--- src/hw/rtl/ccu_pkg.sv ---
// Shared types and constants for the combinatorial count unit.
package ccu_pkg;

   localparam int WIDTH     = 64;
   localparam int CNT_W     = 9;
   localparam int PROD_W    = WIDTH + CNT_W;
   localparam int DIV_CNT_W = $clog2(WIDTH + 1);

   typedef enum logic [1:0] {
      OP_FACT    = 2'd0,
      OP_PERM    = 2'd1,
      OP_COMB    = 2'd2,
      OP_CATALAN = 2'd3
   } op_type;

   typedef enum logic [1:0] {
      ST_IDLE,
      ST_FACT_INIT,
      ST_FACT_RUN,
      ST_DIV_RUN
   } state_type;

   typedef struct packed {
      logic       load;
      logic       fact_init;
      logic       fact_step;
      logic [1:0] fact_sel;
      logic       div_init;
      logic       div_sel;
      logic       div_step;
      logic       emit;
      logic       emit_ovf;
   } ccu_cmd_type;

   typedef struct packed {
      op_type op;
      logic   fact_done;
      logic   mul_ovf;
      logic   div_done;
   } ccu_status_type;

endpackage

--- src/hw/rtl/ccu_ctrl.sv ---
// Sequencer for the factorial and division phases of one transaction.
module ccu_ctrl (
   input  logic                    clock,
   input  logic                    reset,
   input  logic                    start,
   output logic                    busy,
   output ccu_pkg::ccu_cmd_type    cmd,
   input  ccu_pkg::ccu_status_type st
);
   import ccu_pkg::*;

   state_type  state_ff, state_in;
   logic [1:0] phase_ff, phase_in;
   logic       dphase_ff, dphase_in;
   logic [1:0] last_fact;

   always_ff @(posedge clock) begin
      if (reset) begin
         state_ff  <= ST_IDLE;
         phase_ff  <= 2'd0;
         dphase_ff <= 1'b0;
      end else begin
         state_ff  <= state_in;
         phase_ff  <= phase_in;
         dphase_ff <= dphase_in;
      end
   end

   always_comb begin
      case (st.op)
         OP_FACT: last_fact = 2'd0;
         OP_PERM: last_fact = 2'd1;
         default: last_fact = 2'd2;
      endcase
   end

   always_comb begin
      state_in     = state_ff;
      phase_in     = phase_ff;
      dphase_in    = dphase_ff;
      busy         = 1'b1;
      cmd          = '0;
      cmd.fact_sel = phase_ff;
      cmd.div_sel  = dphase_ff;
      case (state_ff)
         ST_IDLE: begin
            busy = 1'b0;
            if (start) begin
               cmd.load = 1'b1;
               phase_in = 2'd0;
               state_in = ST_FACT_INIT;
            end
         end
         ST_FACT_INIT: begin
            cmd.fact_init = 1'b1;
            state_in      = ST_FACT_RUN;
         end
         ST_FACT_RUN: begin
            if (st.fact_done) begin
               if (phase_ff != last_fact) begin
                  phase_in = phase_ff + 2'd1;
                  state_in = ST_FACT_INIT;
               end else if (st.op == OP_FACT) begin
                  cmd.emit = 1'b1;
                  state_in = ST_IDLE;
               end else begin
                  cmd.div_init = 1'b1;
                  dphase_in    = 1'b0;
                  state_in     = ST_DIV_RUN;
               end
            end else if (st.mul_ovf) begin
               // abandon the transaction: a needed factorial does not fit
               cmd.emit     = 1'b1;
               cmd.emit_ovf = 1'b1;
               state_in     = ST_IDLE;
            end else begin
               cmd.fact_step = 1'b1;
            end
         end
         ST_DIV_RUN: begin
            if (st.div_done) begin
               if (dphase_ff || st.op == OP_PERM) begin
                  cmd.emit = 1'b1;
                  state_in = ST_IDLE;
               end else begin
                  // divide the quotient again, now by the third factorial
                  cmd.div_init = 1'b1;
                  dphase_in    = 1'b1;
               end
            end else begin
               cmd.div_step = 1'b1;
            end
         end
         default: begin
            state_in = ST_IDLE;
         end
      endcase
   end

endmodule

--- src/hw/rtl/ccu_datapath.sv ---
// Factorial registers, shared multiplier with overflow check, restoring divider.
module ccu_datapath (
   input  logic                        clock,
   input  logic                        reset,
   input  logic [1:0]                  req_op,
   input  logic [7:0]                  req_n,
   input  logic [7:0]                  req_k,
   input  ccu_pkg::ccu_cmd_type        cmd,
   output ccu_pkg::ccu_status_type     st,
   output logic                        rsp_valid,
   output logic [ccu_pkg::WIDTH-1:0]   rsp_value,
   output logic                        rsp_overflow
);
   import ccu_pkg::*;

   op_type               op_ff, op_in;
   logic [7:0]           n_ff, n_in;
   logic [7:0]           k_ff, k_in;
   logic [WIDTH-1:0]     a_ff, a_in;
   logic [WIDTH-1:0]     b_ff, b_in;
   logic [WIDTH-1:0]     c_ff, c_in;
   logic [CNT_W-1:0]     cnt_ff, cnt_in;
   logic [WIDTH-1:0]     r_ff, r_in;
   logic [DIV_CNT_W-1:0] dcnt_ff, dcnt_in;
   logic                 valid_ff;
   logic [WIDTH-1:0]     value_ff, value_in;
   logic                 ovf_ff;

   logic [7:0]           nk;
   logic [CNT_W-1:0]     arg;
   logic [WIDTH-1:0]     cur;
   logic [PROD_W-1:0]    prod;
   logic [WIDTH-1:0]     divisor;
   logic [WIDTH:0]       r_sh;
   logic                 ge;
   logic [WIDTH:0]       diff;

   assign nk = (k_ff <= n_ff) ? (n_ff - k_ff) : 8'd0;

   // factorial argument for each phase of the current operation
   always_comb begin
      case (cmd.fact_sel)
         2'd0: begin
            if (op_ff == OP_CATALAN) arg = {n_ff, 1'b0};
            else                     arg = {1'b0, n_ff};
         end
         2'd1: begin
            case (op_ff)
               OP_PERM: arg = {1'b0, nk};
               OP_COMB: arg = {1'b0, k_ff};
               default: arg = {1'b0, n_ff};
            endcase
         end
         default: begin
            if (op_ff == OP_COMB) arg = {1'b0, nk};
            else                  arg = {1'b0, n_ff} + CNT_W'(1);
         end
      endcase
   end

   always_comb begin
      case (cmd.fact_sel)
         2'd1:    cur = b_ff;
         2'd2:    cur = c_ff;
         default: cur = a_ff;
      endcase
   end

   assign prod    = PROD_W'(cur) * PROD_W'(cnt_ff);
   assign divisor = cmd.div_sel ? c_ff : b_ff;
   assign r_sh    = {r_ff, a_ff[WIDTH-1]};
   assign ge      = (r_sh >= {1'b0, divisor});
   assign diff    = r_sh - {1'b0, divisor};

   assign st.op        = op_ff;
   assign st.fact_done = (cnt_ff > arg);
   assign st.mul_ovf   = |prod[PROD_W-1:WIDTH];
   assign st.div_done  = (dcnt_ff == DIV_CNT_W'(WIDTH));

   always_comb begin
      op_in    = op_ff;
      n_in     = n_ff;
      k_in     = k_ff;
      a_in     = a_ff;
      b_in     = b_ff;
      c_in     = c_ff;
      cnt_in   = cnt_ff;
      r_in     = r_ff;
      dcnt_in  = dcnt_ff;
      value_in = value_ff;
      if (cmd.load) begin
         op_in = op_type'(req_op);
         n_in  = req_n;
         k_in  = req_k;
      end
      if (cmd.fact_init) begin
         cnt_in = CNT_W'(2);
         case (cmd.fact_sel)
            2'd1:    b_in = WIDTH'(1);
            2'd2:    c_in = WIDTH'(1);
            default: a_in = WIDTH'(1);
         endcase
      end
      if (cmd.fact_step) begin
         cnt_in = cnt_ff + CNT_W'(1);
         case (cmd.fact_sel)
            2'd1:    b_in = prod[WIDTH-1:0];
            2'd2:    c_in = prod[WIDTH-1:0];
            default: a_in = prod[WIDTH-1:0];
         endcase
      end
      if (cmd.div_init) begin
         r_in    = '0;
         dcnt_in = '0;
      end
      if (cmd.div_step) begin
         // shift the dividend out and the quotient bit in
         r_in    = ge ? diff[WIDTH-1:0] : r_sh[WIDTH-1:0];
         a_in    = {a_ff[WIDTH-2:0], ge};
         dcnt_in = dcnt_ff + DIV_CNT_W'(1);
      end
      if (cmd.emit) begin
         value_in = cmd.emit_ovf ? '0 : a_ff;
      end
   end

   always_ff @(posedge clock) begin
      if (reset) begin
         valid_ff <= 1'b0;
      end else begin
         valid_ff <= cmd.emit;
      end
   end

   always_ff @(posedge clock) begin
      op_ff    <= op_in;
      n_ff     <= n_in;
      k_ff     <= k_in;
      a_ff     <= a_in;
      b_ff     <= b_in;
      c_ff     <= c_in;
      cnt_ff   <= cnt_in;
      r_ff     <= r_in;
      dcnt_ff  <= dcnt_in;
      value_ff <= value_in;
      if (cmd.emit) begin
         ovf_ff <= cmd.emit_ovf;
      end
   end

   assign rsp_valid    = valid_ff;
   assign rsp_value    = value_ff;
   assign rsp_overflow = ovf_ff;

endmodule

--- src/hw/rtl/combinatorial_count_unit_top.sv ---
// Top level of the combinatorial count unit.
// A transaction is taken when start is high and busy is low; it returns n!, A(n,k),
// C(n,k) or the Catalan number of n as one result strobed on rsp_valid for a single
// cycle, which the receiver cannot stall. Each needed factorial is built on one
// shared 64x9 multiplier, one factor per cycle (at most 20!, since a product past
// 64 bits ends the transaction with overflow set and a zero value); each division
// is a restoring divider at one quotient bit per cycle. An overflow result returns
// as soon as a product overflows, without the remaining phases.
module combinatorial_count_unit_top (
   input  logic                      clock,
   input  logic                      reset,
   input  logic                      start,
   output logic                      busy,
   input  logic [1:0]                req_op,
   input  logic [7:0]                req_n,
   input  logic [7:0]                req_k,
   output logic                      rsp_valid,
   output logic [ccu_pkg::WIDTH-1:0] rsp_value,
   output logic                      rsp_overflow
);
   import ccu_pkg::*;

   ccu_cmd_type    cmd;
   ccu_status_type st;
   logic           ctrl_busy;

   ccu_ctrl u_ctrl (
      .clock (clock),
      .reset (reset),
      .start (start),
      .busy  (ctrl_busy),
      .cmd   (cmd),
      .st    (st)
   );

   ccu_datapath u_datapath (
      .clock        (clock),
      .reset        (reset),
      .req_op       (req_op),
      .req_n        (req_n),
      .req_k        (req_k),
      .cmd          (cmd),
      .st           (st),
      .rsp_valid    (rsp_valid),
      .rsp_value    (rsp_value),
      .rsp_overflow (rsp_overflow)
   );

   assign busy = ctrl_busy;

endmodule

--- config.mk ---
export PLATFORM = sky130hd
export DESIGN_NAME = combinatorial_count_unit_top
export DESIGN_NICKNAME = d
export VERILOG_FILES = /design/src/hw/rtl/ccu_pkg.sv /design/src/hw/rtl/ccu_ctrl.sv /design/src/hw/rtl/ccu_datapath.sv /design/src/hw/rtl/combinatorial_count_unit_top.sv
export SDC_FILE = /design/constraint.sdc
export NUM_CORES = 2
export LEC_CHECK = 0
export ABC_CLOCK_PERIOD_IN_PS = 37400
export BUFFER_PORTS_ARGS = -buffer_cell sky130_fd_sc_hd__buf_2
export CORE_MARGIN = 2
export CORE_UTILIZATION = 71
export CTS_BUF_LIST = sky130_fd_sc_hd__clkbuf_16
export DETAILED_ROUTE_END_ITERATION = 16
export PLACE_DENSITY_LB_ADDON = 0.15
export SYNTH_ARGS = -nofsm -noshare
export SYNTH_HDL_FRONTEND = slang
export SYNTH_SLANG_ARGS = --single-unit
--- constraint.sdc ---
create_clock -name clock -period 37.4 [get_ports clock]
set_clock_uncertainty 0.1 [all_clocks]
set_input_delay 1.87 -clock clock [delete_from_list [all_inputs] [get_ports clock]]
set_output_delay 1.87 -clock clock [all_outputs]
set_load 0.02 [all_outputs]
==> impl_results.rst <==
.. list-table::
   :header-rows: 1

   * - Metric
     - Value
   * - Outcome
     - completed
   * - Clock latency of the later-clocked register in the worst-skew pair
     - 0.60 ns
   * - Global-route wire length before repair
     - 187000 um
   * - Pre-CTS worst setup slack
     - 27.33 ns
   * - Starting DRT DRC Count
     - 3804
   * - Count of warnings emitted by yosys
     - 0
   * - Synth-to-layout area growth
     - 5.06%
   * - HPWL after detailed placement
     - 85700 um
   * - Slew @ Worst Pin
     - 1.42 ns
   * - Share of the core filled with cells
     - 0.752
   * - Setup tns final
     - 0 ns
   * - Buffers on Ports
     - 87
   * - Chip Width
     - 239 um
   * - DRC violations left
     - 0
   * - Pin count of the biggest net entering global routing
     - 79
   * - Number of nets still failing antenna checks after routing
     - 0
   * - Antenna violations before repair
     - 2
   * - Distinct cell type count after synthesis
     - 71
   * - Detailed Routing Iterations Pass 1
     - 6
   * - Dominant synthesized flop cell
     - dfxtp_1
   * - Initial Util
     - 0.715
   * - Global Route Usage Sum
     - 0.422
   * - Count of H-tree levels built during CTS
     - 2
   * - Required time at the endpoint of the critical path
     - 37.78 ns
   * - Worst hold margin
     - 0.378 ns
   * - Clock root buffer master
     - clkbuf_16
   * - Post-route worst setup slack
     - 27.03 ns
   * - Pins over their slew limit
     - 0
   * - Worst VDD drop
     - 0.131 mV
   * - Crit path capture type
     - flip-flop
   * - Family with the most delay on the worst path
     - adder cells
   * - Total number of placement rows
     - 86
   * - Count of filler cells inserted in the layout
     - 4142
   * - Boundary Pins
     - 88
   * - Share of the synthesized area in the top cell type
     - 0.223
   * - Total of max-cap violations
     - 0
   * - Clock tree from TritonCTS
     - done
   * - Cell area after technology mapping
     - 39300 um2
   * - Mean routed wirelength per cell
     - 22.8 um
   * - Ratio of routed vias to standard cells
     - 6.50
   * - Post-Synthesis Cells
     - 4542
   * - Mean post-synth cell area
     - 8.64 um2
   * - Clock-pin slew of the registers on the worst-case setup and hold paths
     - 0.06 ns
   * - Number of buffers inserted during clock tree synthesis
     - 41
   * - Number of cells upsized or downsized after cts
     - 0
   * - Period utilization
     - 0.277
   * - FF+latch count, synth
     - 361
   * - Synthesized netlist net count
     - 5186
   * - Slowest cell on crit path
     - nand3_2
   * - Number of buffer and inverter instances along the worst setup path
     - 5
   * - Fmax
     - 96.4 MHz
   * - Biggest cell delay along the critical path
     - 0.94 ns
   * - Longest Clk Path Bufs
     - 3
   * - Routability congestion estimate from global placement
     - 1.05
   * - Lkg Pwr
     - 18.6 nW
   * - Cell taking the most area after synthesis
     - fa_1
   * - Vias in the first global route
     - 33700
   * - Min-delay worst type
     - flip-flop to flip-flop
   * - Drt total wl
     - 118000 um
   * - Maximum fanout along the worst path
     - 78
   * - Number of nets at the end of the flow
     - 5111
   * - Area of the core
     - 54900 um2
   * - Unrepaired setup endpoints after global routing
     - no
   * - Number of flops mapped to enable cells by yosys
     - 163
   * - Power density over the cells
     - 83.5 nW/um2
   * - Die area
     - 57200 um2
   * - Final count of negative-setup-slack endpoints
     - 0
   * - Floorplan die height
     - 239 um
   * - Startpoint types
     - flip-flop
   * - Most repeated library cell on the critical path
     - fa_1
   * - CP Data Arrival Time
     - 10.75 ns
   * - Largest cells by area after synthesis
     - fa_1 22%, edfxtp_1 12%, dfxtp_1 10%
   * - Number of buffers added for setup after CTS
     - 0
   * - Sinks on the clock net
     - 361
   * - Cts-stage hold buffer count
     - 0
   * - Share of final-layout standard cells stronger than drive strength 1
     - 0.0491
   * - Post-synth ARST share
     - 0
   * - Leftover overflow at the end of global routing
     - 0
   * - Total number of vias
     - 33800
   * - Remaining max-slew budget at the tightest pin
     - 0.0511
   * - Minimum period implied by the final worst setup slack
     - 10.37 ns
   * - Hold violation count in the final report
     - 0
   * - Fraction of the yosys area taken by sequential cells
     - 0.226
   * - WS Path Type
     - flip-flop to flip-flop
-- layout by cell type, fill, tap and decap left out, types with 18 or more instances in the layout --
cell type,n
mux2i_1,207
nor3_1,58
nor2_1,240
o211ai_1,18
inv_1,525
o21ai_1,28
buf_4,45
o21bai_1,25
a21o_1,60
and2_1,374
o21a_1,27
edfxtp_1,163
and3_1,23
a22oi_1,71
a31oi_1,27
nor2b_1,76
nand4_1,54
nand2b_1,18
o221ai_1,33
a21oi_1,310
buf_2,87
o21ai_0,165
clkbuf_16,41
nand3_1,52
nand2_1,599
ha_1,183
fa_1,437
dfxtp_1,197
xnor2_1,67
xor2_1,71
-- final cells by class --
class,count,area (um2),area share
sequential,361,8860,0.215
clock inverter,35,239,0.00579
tap,704,881,0.0214
inverter,519,1950,0.0472
antenna,1,2.50,0.0000607
timing repair buffer,132,773,0.0187
multi-input combinational,3412,27500,0.667
clock buffer,41,1030,0.0249
-- routing by layer --
metal,global-route usage,vias up,part of all wire
met4,0.197,2,0.052
met1,0.558,16500,0.39
met5,0,-,0.00014
li1,-,15000,-
met3,0.0822,423,0.10
met2,0.673,1923,0.46
-- stage by stage --
| step | total power, mW | cell area, um2 | cells |
|---|---|---|---|
| global route | 3.71 | 41200 | 5204 |
| global placement | 2.92 | 40000 | 5128 |
| detailed placement | 2.98 | 40000 | 5128 |
| CTS | 3.38 | 41200 | 5204 |
| floorplan | 2.29 | 39300 | 4542 |
| finish | 3.44 | 41200 | 5205 |
-- tightest hold or removal path: stages, from the launching register on --
cell and delay, ns:
dfxtp_1 0.32, nand2_1 0.06, mux2i_1 0.05
-- kinds of logic (layout without fill, tap and decap cells) --
family                   Yosys count  in the layout  share of synthesized area
flip-flops                       361            361                      0.226
buffers and inverters            769            727                     0.0755
XOR/XNOR                         138            138                     0.0308
AND/OR/NAND/NOR                 1547           1547                      0.191
multiplexers                     208            208                     0.0531
AO/OA/AOI/OAI                    896            896                      0.142
other                              0              1                          0
adder cells (fa/ha/maj)          623            623                      0.282
-- final timing paths --
path                  startpoint             endpoint  slack (ns)  depth (start not counted)
min          u_datapath.b_ff[21]  u_datapath.b_ff[21]        0.38                          2
min reg2reg  u_datapath.b_ff[21]  u_datapath.b_ff[21]        0.38                          2
max reg2reg   u_ctrl.phase_ff[0]  u_datapath.a_ff[63]       27.03                         25
max           u_ctrl.phase_ff[0]  u_datapath.a_ff[63]       27.03                         25
-- power breakdown --
part	total (mW)	internal (mW)	leakage (nW)	switching (mW)
combinational	2.51	0.805	14.9	1.70
clock	0.393	0.210	0.654	0.183
sequential	0.541	0.484	3.10	0.0565
total	3.44	1.50	18.6	1.94
-- flip-flops by register name, summed over array words and instances (netlist names), 7 cells and up --
| name | flops |
|---|---|
| u_datapath.a_ff | 64 |
| u_datapath.b_ff | 64 |
| u_datapath.c_ff | 64 |
| u_datapath.r_ff | 64 |
| u_datapath.rsp_value | 64 |
| u_datapath.cnt_ff | 9 |
| u_datapath.k_ff | 8 |
| u_datapath.n_ff | 8 |
| u_datapath.dcnt_ff | 7 |
-- synthesized netlist by cell type, types with 60 or more instances --
library cell and count:
edfxtp_1 163, ha_1 186, and2_1 374, clkbuf_1 197, nor2_1 240, a22oi_1 71, o21ai_0 165, mux2i_1 207
fa_1 437, xnor2_1 67, nor2b_1 77, xor2_1 71, a21oi_1 311, a21o_1 60, nand2_1 601, dfxtp_1 198
inv_1 518
Note: power is estimated with default switching activity, not from simulation.
